`src/rtl/core/led_matrix_dirty_row_refresh_top_assert.svh`:
```
// ----------------------------------------------------------------------------
// led_matrix_dirty_row_refresh_top_assert.svh
// Assertion macros for the LED matrix dirty-row refresh controller.
// ----------------------------------------------------------------------------
`ifndef LED_MATRIX_DIRTY_ROW_REFRESH_TOP_ASSERT_SVH
`define LED_MATRIX_DIRTY_ROW_REFRESH_TOP_ASSERT_SVH

// Same-cycle implication, checked out of reset
`define LMDR_ASSERT_NOW(label, ante, cons, msg) \
    label: assert property (@(posedge aclk) disable iff (!aresetn) (ante) |-> (cons)) \
        else $error(msg);

// Next-cycle implication, checked out of reset
`define LMDR_ASSERT_NEXT(label, ante, cons, msg) \
    label: assert property (@(posedge aclk) disable iff (!aresetn) (ante) |=> (cons)) \
        else $error(msg);

`endif

```
`src/rtl/core/lmdr_pkg.sv`:
```
// ----------------------------------------------------------------------------
// lmdr_pkg
// Shared constants, types and helpers for the LED matrix dirty-row refresh.
// ----------------------------------------------------------------------------
`timescale 1ns / 1ps

package lmdr_pkg;

    localparam int MAX_DEVICES = 8;
    localparam int ROW_COUNT   = 8;
    localparam int ROW_W       = $clog2(ROW_COUNT);
    localparam int DEV_W       = $clog2(MAX_DEVICES);
    localparam int ADDR_W      = ROW_W + DEV_W;
    localparam int DATA_W      = 8;
    localparam int CNT_W       = 4;
    localparam int WORD_W      = 12;

    // Item commands
    localparam logic CMD_WRITE = 1'b0;
    localparam logic CMD_FLUSH = 1'b1;

    // Shadow store access request
    typedef struct packed {
        logic              rd_en;
        logic [ADDR_W-1:0] rd_addr;
        logic              wr_en;
        logic [ADDR_W-1:0] wr_addr;
        logic [DATA_W-1:0] wr_data;
    } shadow_req_t;

    // Device count clamped to 1..MAX_DEVICES
    function automatic logic [CNT_W-1:0] eff_count(input logic [CNT_W-1:0] cnt);
        logic [CNT_W-1:0] n;
        n = cnt;
        if (cnt == '0) begin
            n = CNT_W'(1);
        end else if (cnt > CNT_W'(MAX_DEVICES)) begin
            n = CNT_W'(MAX_DEVICES);
        end
        return n;
    endfunction

    // One bit per active device
    function automatic logic [MAX_DEVICES-1:0] active_mask(input logic [CNT_W-1:0] n);
        logic [MAX_DEVICES-1:0] m;
        for (int i = 0; i < MAX_DEVICES; i++) begin
            m[i] = (CNT_W'(i) < n);
        end
        return m;
    endfunction

    // Rows strictly above the given row
    function automatic logic [ROW_COUNT-1:0] rows_above(input logic [ROW_W-1:0] row);
        logic [ROW_COUNT-1:0] m;
        for (int i = 0; i < ROW_COUNT; i++) begin
            m[i] = (ROW_W'(i) > row);
        end
        return m;
    endfunction

    // Index of the lowest set bit (0 when none)
    function automatic logic [ROW_W-1:0] lowest_row(input logic [ROW_COUNT-1:0] vec);
        logic [ROW_W-1:0] idx;
        idx = '0;
        for (int i = ROW_COUNT - 1; i >= 0; i--) begin
            if (vec[i]) begin
                idx = ROW_W'(i);
            end
        end
        return idx;
    endfunction

endpackage

```
`src/rtl/core/lmdr_shadow_store.sv`:
```
// ----------------------------------------------------------------------------
// lmdr_shadow_store
// Shadow byte memory, one entry per (row, device), registered read port.
// Per-entry valid bits make never-written entries read as zero after reset.
// ----------------------------------------------------------------------------
`timescale 1ns / 1ps

module lmdr_shadow_store (
    input  logic                         aclk,
    input  logic                         aresetn,
    input  lmdr_pkg::shadow_req_t        req,
    output logic [lmdr_pkg::DATA_W-1:0]  rd_data
);

    localparam int DEPTH = lmdr_pkg::ROW_COUNT * lmdr_pkg::MAX_DEVICES;

    logic [lmdr_pkg::DATA_W-1:0] mem [DEPTH];
    logic [DEPTH-1:0]            valid_reg;
    logic [lmdr_pkg::DATA_W-1:0] rd_data_reg;
    logic                        rd_valid_reg;

    // Memory array: write port and registered read port
    always_ff @(posedge aclk) begin
        if (req.wr_en) begin
            mem[req.wr_addr] <= req.wr_data;
        end
        if (req.rd_en) begin
            rd_data_reg <= mem[req.rd_addr];
        end
    end

    // Valid bits, cleared at once by reset
    always_ff @(posedge aclk) begin
        if (!aresetn) begin
            valid_reg    <= '0;
            rd_valid_reg <= 1'b0;
        end else begin
            if (req.wr_en) begin
                valid_reg[req.wr_addr] <= 1'b1;
            end
            if (req.rd_en) begin
                rd_valid_reg <= valid_reg[req.rd_addr];
            end
        end
    end

    assign rd_data = rd_valid_reg ? rd_data_reg : '0;

endmodule

```
`src/rtl/core/led_matrix_dirty_row_refresh_top.sv`:
```
// A write item reads the shadow byte on acceptance; the byte is compared and
// written back in the next cycle, from the registered read port of the
// shadow memory. A flush item emits n words per dirty row (n the effective
// device count, so up to 64 words in all), as the shadow memory read port
// delivers one byte per cycle while the output does not stall. A flush with
// no dirty row finishes in its acceptance cycle. A finished word waits in
// the output register while the next item can already be taken. No clearing
// pass follows reset.
// ----------------------------------------------------------------------------
// led_matrix_dirty_row_refresh_top
// Dirty-row refresh controller for a chain of 8x8 LED matrix drivers.
// ----------------------------------------------------------------------------
`timescale 1ns / 1ps

`include "led_matrix_dirty_row_refresh_top_assert.svh"

module led_matrix_dirty_row_refresh_top (
    input  logic                              aclk,
    input  logic                              aresetn,
    // configuration
    input  logic                              cfg_we,
    input  logic [lmdr_pkg::CNT_W-1:0]        cfg_wdata,
    // input items
    input  logic                              s_valid,
    output logic                              s_ready,
    input  logic                              s_cmd,
    input  logic [lmdr_pkg::ROW_W-1:0]        s_row_index,
    input  logic [lmdr_pkg::DEV_W-1:0]        s_device_index,
    input  logic [lmdr_pkg::DATA_W-1:0]       s_row_value,
    // result items
    output logic                              m_valid,
    input  logic                              m_ready,
    output logic [lmdr_pkg::WORD_W-1:0]       m_spi_word,
    output logic                              m_row_end,
    output logic                              m_last
);

    localparam logic [1:0] ST_IDLE   = 2'd0;
    localparam logic [1:0] ST_WR_CMP = 2'd1;
    localparam logic [1:0] ST_FL_OUT = 2'd2;

    localparam int ROWS  = lmdr_pkg::ROW_COUNT;
    localparam int DEVS  = lmdr_pkg::MAX_DEVICES;
    localparam int ROW_W = lmdr_pkg::ROW_W;
    localparam int DEV_W = lmdr_pkg::DEV_W;
    localparam int CNT_W = lmdr_pkg::CNT_W;

    logic [1:0]                    state_reg, state_next;
    logic [CNT_W-1:0]              count_reg;
    logic [ROWS-1:0][DEVS-1:0]     dirty_reg, dirty_next;
    logic [ROW_W-1:0]              row_reg, row_next;
    logic [DEV_W-1:0]              dev_reg, dev_next;
    logic [lmdr_pkg::DATA_W-1:0]   val_reg, val_next;

    logic                          m_valid_reg, m_valid_next;
    logic [lmdr_pkg::WORD_W-1:0]   m_word_reg, m_word_next;
    logic                          m_row_end_reg, m_row_end_next;
    logic                          m_last_reg, m_last_next;

    lmdr_pkg::shadow_req_t         req;
    logic [lmdr_pkg::DATA_W-1:0]   rd_data;

    logic [CNT_W-1:0]              n_eff;
    logic [DEVS-1:0]               act_mask;
    logic [DEV_W-1:0]              last_dev;
    logic [ROWS-1:0]               row_nz;
    logic [ROWS-1:0]               rows_left;
    logic                          accept;
    logic                          dev_ok;
    logic                          out_free;
    logic                          out_load;
    logic                          flush_done;
    logic                          word_row_end;
    logic [lmdr_pkg::WORD_W-1:0]   word_val;

    // Shadow byte memory
    lmdr_shadow_store u_shadow (
        .aclk    (aclk),
        .aresetn (aresetn),
        .req     (req),
        .rd_data (rd_data)
    );

    // Chain size and row status
    assign n_eff    = lmdr_pkg::eff_count(count_reg);
    assign act_mask = lmdr_pkg::active_mask(n_eff);
    assign last_dev = DEV_W'(n_eff - CNT_W'(1));
    assign dev_ok   = ({1'b0, s_device_index} < n_eff);

    always_comb begin
        for (int r = 0; r < ROWS; r++) begin
            row_nz[r] = |(dirty_reg[r] & act_mask);
        end
    end

    assign rows_left = row_nz & lmdr_pkg::rows_above(row_reg);

    // Handshakes
    assign s_ready  = (state_reg == ST_IDLE);
    assign accept   = s_valid && s_ready;
    assign out_free = !m_valid_reg || m_ready;

    // Word for the byte now at the memory output
    assign word_row_end = (dev_reg == last_dev);
    assign word_val = dirty_reg[row_reg][dev_reg]
                    ? {(CNT_W'(row_reg) + CNT_W'(1)), rd_data}
                    : '0;

    // Sequencer
    always_comb begin
        state_next = state_reg;
        dirty_next = dirty_reg;
        row_next   = row_reg;
        dev_next   = dev_reg;
        val_next   = val_reg;
        req        = '0;
        out_load   = 1'b0;
        flush_done = 1'b0;

        case (state_reg)
            ST_IDLE: begin
                if (accept) begin
                    if (s_cmd == lmdr_pkg::CMD_WRITE) begin
                        if (dev_ok) begin
                            req.rd_en  = 1'b1;
                            req.rd_addr = {s_row_index, s_device_index};
                            row_next   = s_row_index;
                            dev_next   = s_device_index;
                            val_next   = s_row_value;
                            state_next = ST_WR_CMP;
                        end
                    end else if (|row_nz) begin
                        row_next    = lmdr_pkg::lowest_row(row_nz);
                        dev_next    = '0;
                        req.rd_en   = 1'b1;
                        req.rd_addr = {lmdr_pkg::lowest_row(row_nz), DEV_W'(0)};
                        state_next  = ST_FL_OUT;
                    end else begin
                        dirty_next = '0;
                        flush_done = 1'b1;
                    end
                end
            end
            ST_WR_CMP: begin
                // store only on change
                if (rd_data != val_reg) begin
                    req.wr_en   = 1'b1;
                    req.wr_addr = {row_reg, dev_reg};
                    req.wr_data = val_reg;
                    dirty_next[row_reg][dev_reg] = 1'b1;
                end
                state_next = ST_IDLE;
            end
            ST_FL_OUT: begin
                if (out_free) begin
                    out_load = 1'b1;
                    if (!word_row_end) begin
                        dev_next    = dev_reg + DEV_W'(1);
                        req.rd_en   = 1'b1;
                        req.rd_addr = {row_reg, dev_reg + DEV_W'(1)};
                    end else if (|rows_left) begin
                        row_next    = lmdr_pkg::lowest_row(rows_left);
                        dev_next    = '0;
                        req.rd_en   = 1'b1;
                        req.rd_addr = {lmdr_pkg::lowest_row(rows_left), DEV_W'(0)};
                    end else begin
                        dirty_next = '0;
                        flush_done = 1'b1;
                        state_next = ST_IDLE;
                    end
                end
            end
            default: begin
                state_next = ST_IDLE;
            end
        endcase
    end

    // Output register
    always_comb begin
        m_valid_next   = m_valid_reg && !m_ready;
        m_word_next    = m_word_reg;
        m_row_end_next = m_row_end_reg;
        m_last_next    = m_last_reg;
        if (out_load) begin
            m_valid_next   = 1'b1;
            m_word_next    = word_val;
            m_row_end_next = word_row_end;
            m_last_next    = word_row_end && (rows_left == '0);
        end
    end

    // Control state
    always_ff @(posedge aclk) begin
        if (!aresetn) begin
            state_reg   <= ST_IDLE;
            count_reg   <= CNT_W'(lmdr_pkg::MAX_DEVICES);
            dirty_reg   <= '0;
            m_valid_reg <= 1'b0;
        end else begin
            state_reg   <= state_next;
            dirty_reg   <= dirty_next;
            m_valid_reg <= m_valid_next;
            if (cfg_we) begin
                count_reg <= cfg_wdata;
            end
        end
    end

    // Payload registers
    always_ff @(posedge aclk) begin
        row_reg       <= row_next;
        dev_reg       <= dev_next;
        val_reg       <= val_next;
        m_word_reg    <= m_word_next;
        m_row_end_reg <= m_row_end_next;
        m_last_reg    <= m_last_next;
    end

    assign m_valid    = m_valid_reg;
    assign m_spi_word = m_word_reg;
    assign m_row_end  = m_row_end_reg;
    assign m_last     = m_last_reg;

    // Checks
    `LMDR_ASSERT_NOW(a_last_ends_row, m_valid && m_last, m_row_end, "last word not at row end")
    `LMDR_ASSERT_NOW(a_word_row_range, m_valid && (m_spi_word != '0),
        (m_spi_word[11:8] != 4'd0) && (m_spi_word[11:8] <= 4'd8), "bad row register in word")
    `LMDR_ASSERT_NEXT(a_flush_clears, flush_done, dirty_reg == '0, "dirty masks left after flush")
    `LMDR_ASSERT_NEXT(a_bad_dev_ignored,
        accept && (s_cmd == lmdr_pkg::CMD_WRITE) && !dev_ok,
        (state_reg == ST_IDLE) && $stable(dirty_reg), "write to inactive device acted")

endmodule
```
`config.mk`:
```
export PLATFORM = sky130hd
export DESIGN_NAME = led_matrix_dirty_row_refresh_top
export DESIGN_NICKNAME = d
export VERILOG_FILES = /design/src/rtl/core/lmdr_pkg.sv /design/src/rtl/core/lmdr_shadow_store.sv /design/src/rtl/core/led_matrix_dirty_row_refresh_top.sv
export VERILOG_INCLUDE_DIRS = /design/src /design/src/rtl/core
export SDC_FILE = /design/constraint.sdc
export NUM_CORES = 1
export LEC_CHECK = 0
export BUFFER_PORTS_ARGS = -buffer_cell sky130_fd_sc_hd__buf_2
export CORE_ASPECT_RATIO = 1.1
export CORE_UTILIZATION = 42
export CTS_CLUSTER_DIAMETER = 120
export DETAILED_ROUTE_END_ITERATION = 8
export SYNTH_ARGS = -nofsm -noshare
export SYNTH_HDL_FRONTEND = slang
export SYNTH_SLANG_ARGS = --single-unit
export TNS_END_PERCENT = 20
```
`constraint.sdc`:
```
create_clock -name aclk -period 7.05 [get_ports aclk]
set_input_delay 1.41 -clock aclk [delete_from_list [all_inputs] [get_ports aclk]]
set_output_delay 1.41 -clock aclk [all_outputs]
set_load 0.01 [all_outputs]
```
==> flow_summary.json <==
{
  "critPathMaxFanout": 31,
  "ff2ff_path_depth": 16,
  "muxShareOfSynthArea_pct": 2.15,
  "critPathLaunchType": "flip-flop",
  "setup_viol": 0,
  "grt_max_degree": 101,
  "max_slew_margin_pct": 16.7,
  "gp_congestion": 0.900,
  "holdPathEnd": "u_shadow.valid_reg[50]",
  "whs_path_depth": 2,
  "r2r_start": "count_reg[1]",
  "htree_levels": 3,
  "final_nets": 2639,
  "numCtsBuffers": 70,
  "final.setup.tns_ns": 0,
  "crit_required_ns": 7.43,
  "clkSinkCount": 684,
  "yosysWarnings": 0,
  "slew_viol_final": 0,
  "dieWidth_microns": 253,
  "largest_register_ffs": 512,
  "cts_resized": 0,
  "track_usage_pct": 24.3,
  "hold_buffers": 0,
  "synth_fa_ha_area_share_pct": 0.420,
  "firstDrtPassIters": 6,
  "ctsRootBufferMaster": "clkbuf_16",
  "clock_path_buffers": 3,
  "synth_compound_area_share_pct": 9.59,
  "synth_area_sq_um": 29200,
  "initial_utilization_pct": 42.8,
  "fillCellCount": 6135,
  "antenna_cells": 0,
  "setup_ws_ns": 1.03,
  "seqPwrFrac_pct": 47.3,
  "final_common_cell": "nand2_1",
  "synth_nets": 2658,
  "synthToLayoutAreaGrowth_pct": 11.8,
  "vias_per_cell": 5.81,
  "hold_path.class": "flip-flop to flip-flop",
  "layout_common_cells": "600 x nand2_1, 548 x edfxtp_1, 318 x nor2_1",
  "cts_tree": "built",
  "synth.ff_latch_count": 684,
  "status": "finished clean",
  "peakVddDrop_uv": 171,
  "p_sw_share_pct": 26.7,
  "core_area_sq_um": 68200,
  "grt_pass1_wl_microns": 128000,
  "wirelength_microns": 85300,
  "synth_top_area_share_pct": 56.4,
  "intPower_mw": 6.92,
  "min-delay-start": "u_shadow.valid_reg[50]",
  "clkTransAtPathRegs_ns": 0.06,
  "yosysSeqAreaShare_pct": 65.8,
  "dp_slack_ns": 1.14,
  "yosys_most_used_dff": "edfxtp_1",
  "clkLatencyLatePin_ns": 0.63,
  "p_switching_mw": 2.53,
  "reg2reg_to": "u_shadow.rd_data_reg[7]",
  "period_needed_ns": 6.02,
  "max_slew.worst_pin.slew_ns": 1.24,
  "synthSimpleGateAreaFrac_pct": 19.0,
  "hold_viol_final": 0,
  "synth_area_leaders": "edfxtp_1 56%, dfxtp_1 9.3%, nand2_1 7.7%, nor2_1 4.1%, and3_1 2.2%",
  "vias": 20788,
  "synth_edf_count": 548,
  "drcViolationCount": 0,
  "drtAntennaViolNets": 0,
  "synthCells": 2625,
  "power_density_nw_per_um2": 290,
  "grt_pass1_vias": 19973,
  "maxCapViolCount": 0,
  "p_leak_nw": 11.4,
  "post_cts.repair.setup_buffers": 0,
  "grt_antenna_before_repair": 0,
  "rows": 100,
  "rsz0062_at_grt": "false",
  "io_pins": 40,
  "port_buffers": 39,
  "die_area_sq_um": 70500,
  "p_clk_share_pct": 40.3,
  "synth_top_family_by_area": "simple AND/OR/NAND/NOR gates",
  "finalPower_mw": 9.45,
  "overflow": 0,
  "drive_above_1_share_pct": 8.79,
  "period_share_pct": 85.4,
  "async_flop_share_pct": 0,
  "ys_types": 71,
  "synth_xor_area_share_pct": 0.240,
  "end_kind": "flip-flop",
  "r2r_slack_ns": 1.03,
  "fmax_mhz": 166,
  "avgRoutedWirePerCell_microns": 23.8,
  "finalClockSkew_ns": 0.0308,
  "drt-initial-drc-count": 2275,
  "avgSynthCellArea_sq_um": 11.1,
  "comb_power_share_pct": 12.4,
  "yosys.area.top_type": "edfxtp_1",
  "hpwl_microns": 52100,
  "path_class": "flip-flop to flip-flop",
  "die_y_microns": 278,
  "cp_data_arrival_time_ns": 6.40
}
==> per-layer routing <==
layer / up-vias / global-route usage [%] / wire (microns)
met1: 10313 / 34.4 / 37200
li1: 9439 / - / -
met4: 0 / 8.28 / 2550
met3: 155 / 4.21 / 6650
met2: 881 / 37.8 / 39000
met5: - / 0 / 0
==> power by group through the flow <==
| stage | logic [mW] | registers, mW | clock network, mW |
|---|---|---|---|
| finish | 1.17 | 4.47 | 3.81 |
| global route | 1.24 | 4.47 | 4.02 |
| CTS | 1.16 | 4.47 | 3.86 |
| detailed placement | 1.16 | 4.55 | 0 |
| global placement | 1.15 | 4.55 | 0 |
| floorplan | 0.725 | 4.52 | 0 |
==> kinds of logic (layout without fill, tap and decap cells) <==
logic type / Yosys count / in the layout
adder cells (fa/ha/maj): 10 / 10
AO/OA/AOI/OAI: 390 / 390
XOR/XNOR: 8 / 8
flip-flops: 684 / 684
buffers and inverters: 193 / 231
multiplexers: 55 / 55
AND/OR/NAND/NOR: 1285 / 1285
==> layout make-up <==
| cell class | instances | area [sq um] | share of cell area (%) |
|---|---|---|---|
| Inverter | 14 | 52.6 | 0.161 |
| Multi-Input combinational cell | 1748 | 9260 | 28.4 |
| Sequential cell | 684 | 19200 | 58.8 |
| Timing Repair Buffer | 88 | 638 | 1.96 |
| Clock buffer | 97 | 1960 | 6.02 |
| Tap cell | 918 | 1150 | 3.52 |
| Clock inverter | 32 | 382 | 1.17 |
==> per-stage QoR <==
step                cell area (sq um)  hold slack, ns  util (%)  std cells
detailed placement              30300           0.451      44.4       3452
global route                    32600           0.488      47.8       3581
global placement                30300           0.442      44.4       3452
finish                          32600           0.466      47.8       3581
floorplan                       29200           0.432         -       2625
CTS                             32600           0.464      47.8       3581
==> worst max path at each step <==
stage / start / to / slack [ns]
after floorplan: s_device_index[1] / u_shadow.rd_data_reg[0] / 2.51
after global placement: count_reg[1] / u_shadow.rd_data_reg[7] / 1.32
after detailed placement: count_reg[1] / u_shadow.rd_data_reg[4] / 1.14
after CTS: count_reg[1] / u_shadow.rd_data_reg[4] / 1.13
after global routing: count_reg[1] / u_shadow.rd_data_reg[7] / 0.64
final: count_reg[1] / u_shadow.rd_data_reg[7] / 1.03
==> Yosys cell counts (28+ instances only) <==
cell / instances
dfxtp_1: 136
clkbuf_1: 79
a31oi_1: 64
nor2_1: 318
mux2i_1: 48
a21oi_1: 77
nor3_1: 69
and3_1: 104
buf_2: 75
a211oi_1: 28
a311oi_1: 61
nand2_1: 600
nand3_1: 106
edfxtp_1: 548
==> worst max-delay path, cell delays in order, from the launching register on <==
cell,delay [ns]
dfxtp_1,0.78
o21ba_1,0.27
nor2_1,0.08
inv_1,0.12
ha_1,0.39
nor3b_1,0.46
a211oi_1,0.09
nor4_1,0.69
nor2b_1,0.24
a41oi_1,0.19
o21ai_1,0.20
and3_2,0.76
buf_4,0.45
a311oi_1,0.09
a211o_1,0.29
a32o_1,0.26
or3_1,0.37
(Power assumes the default switching activity.)
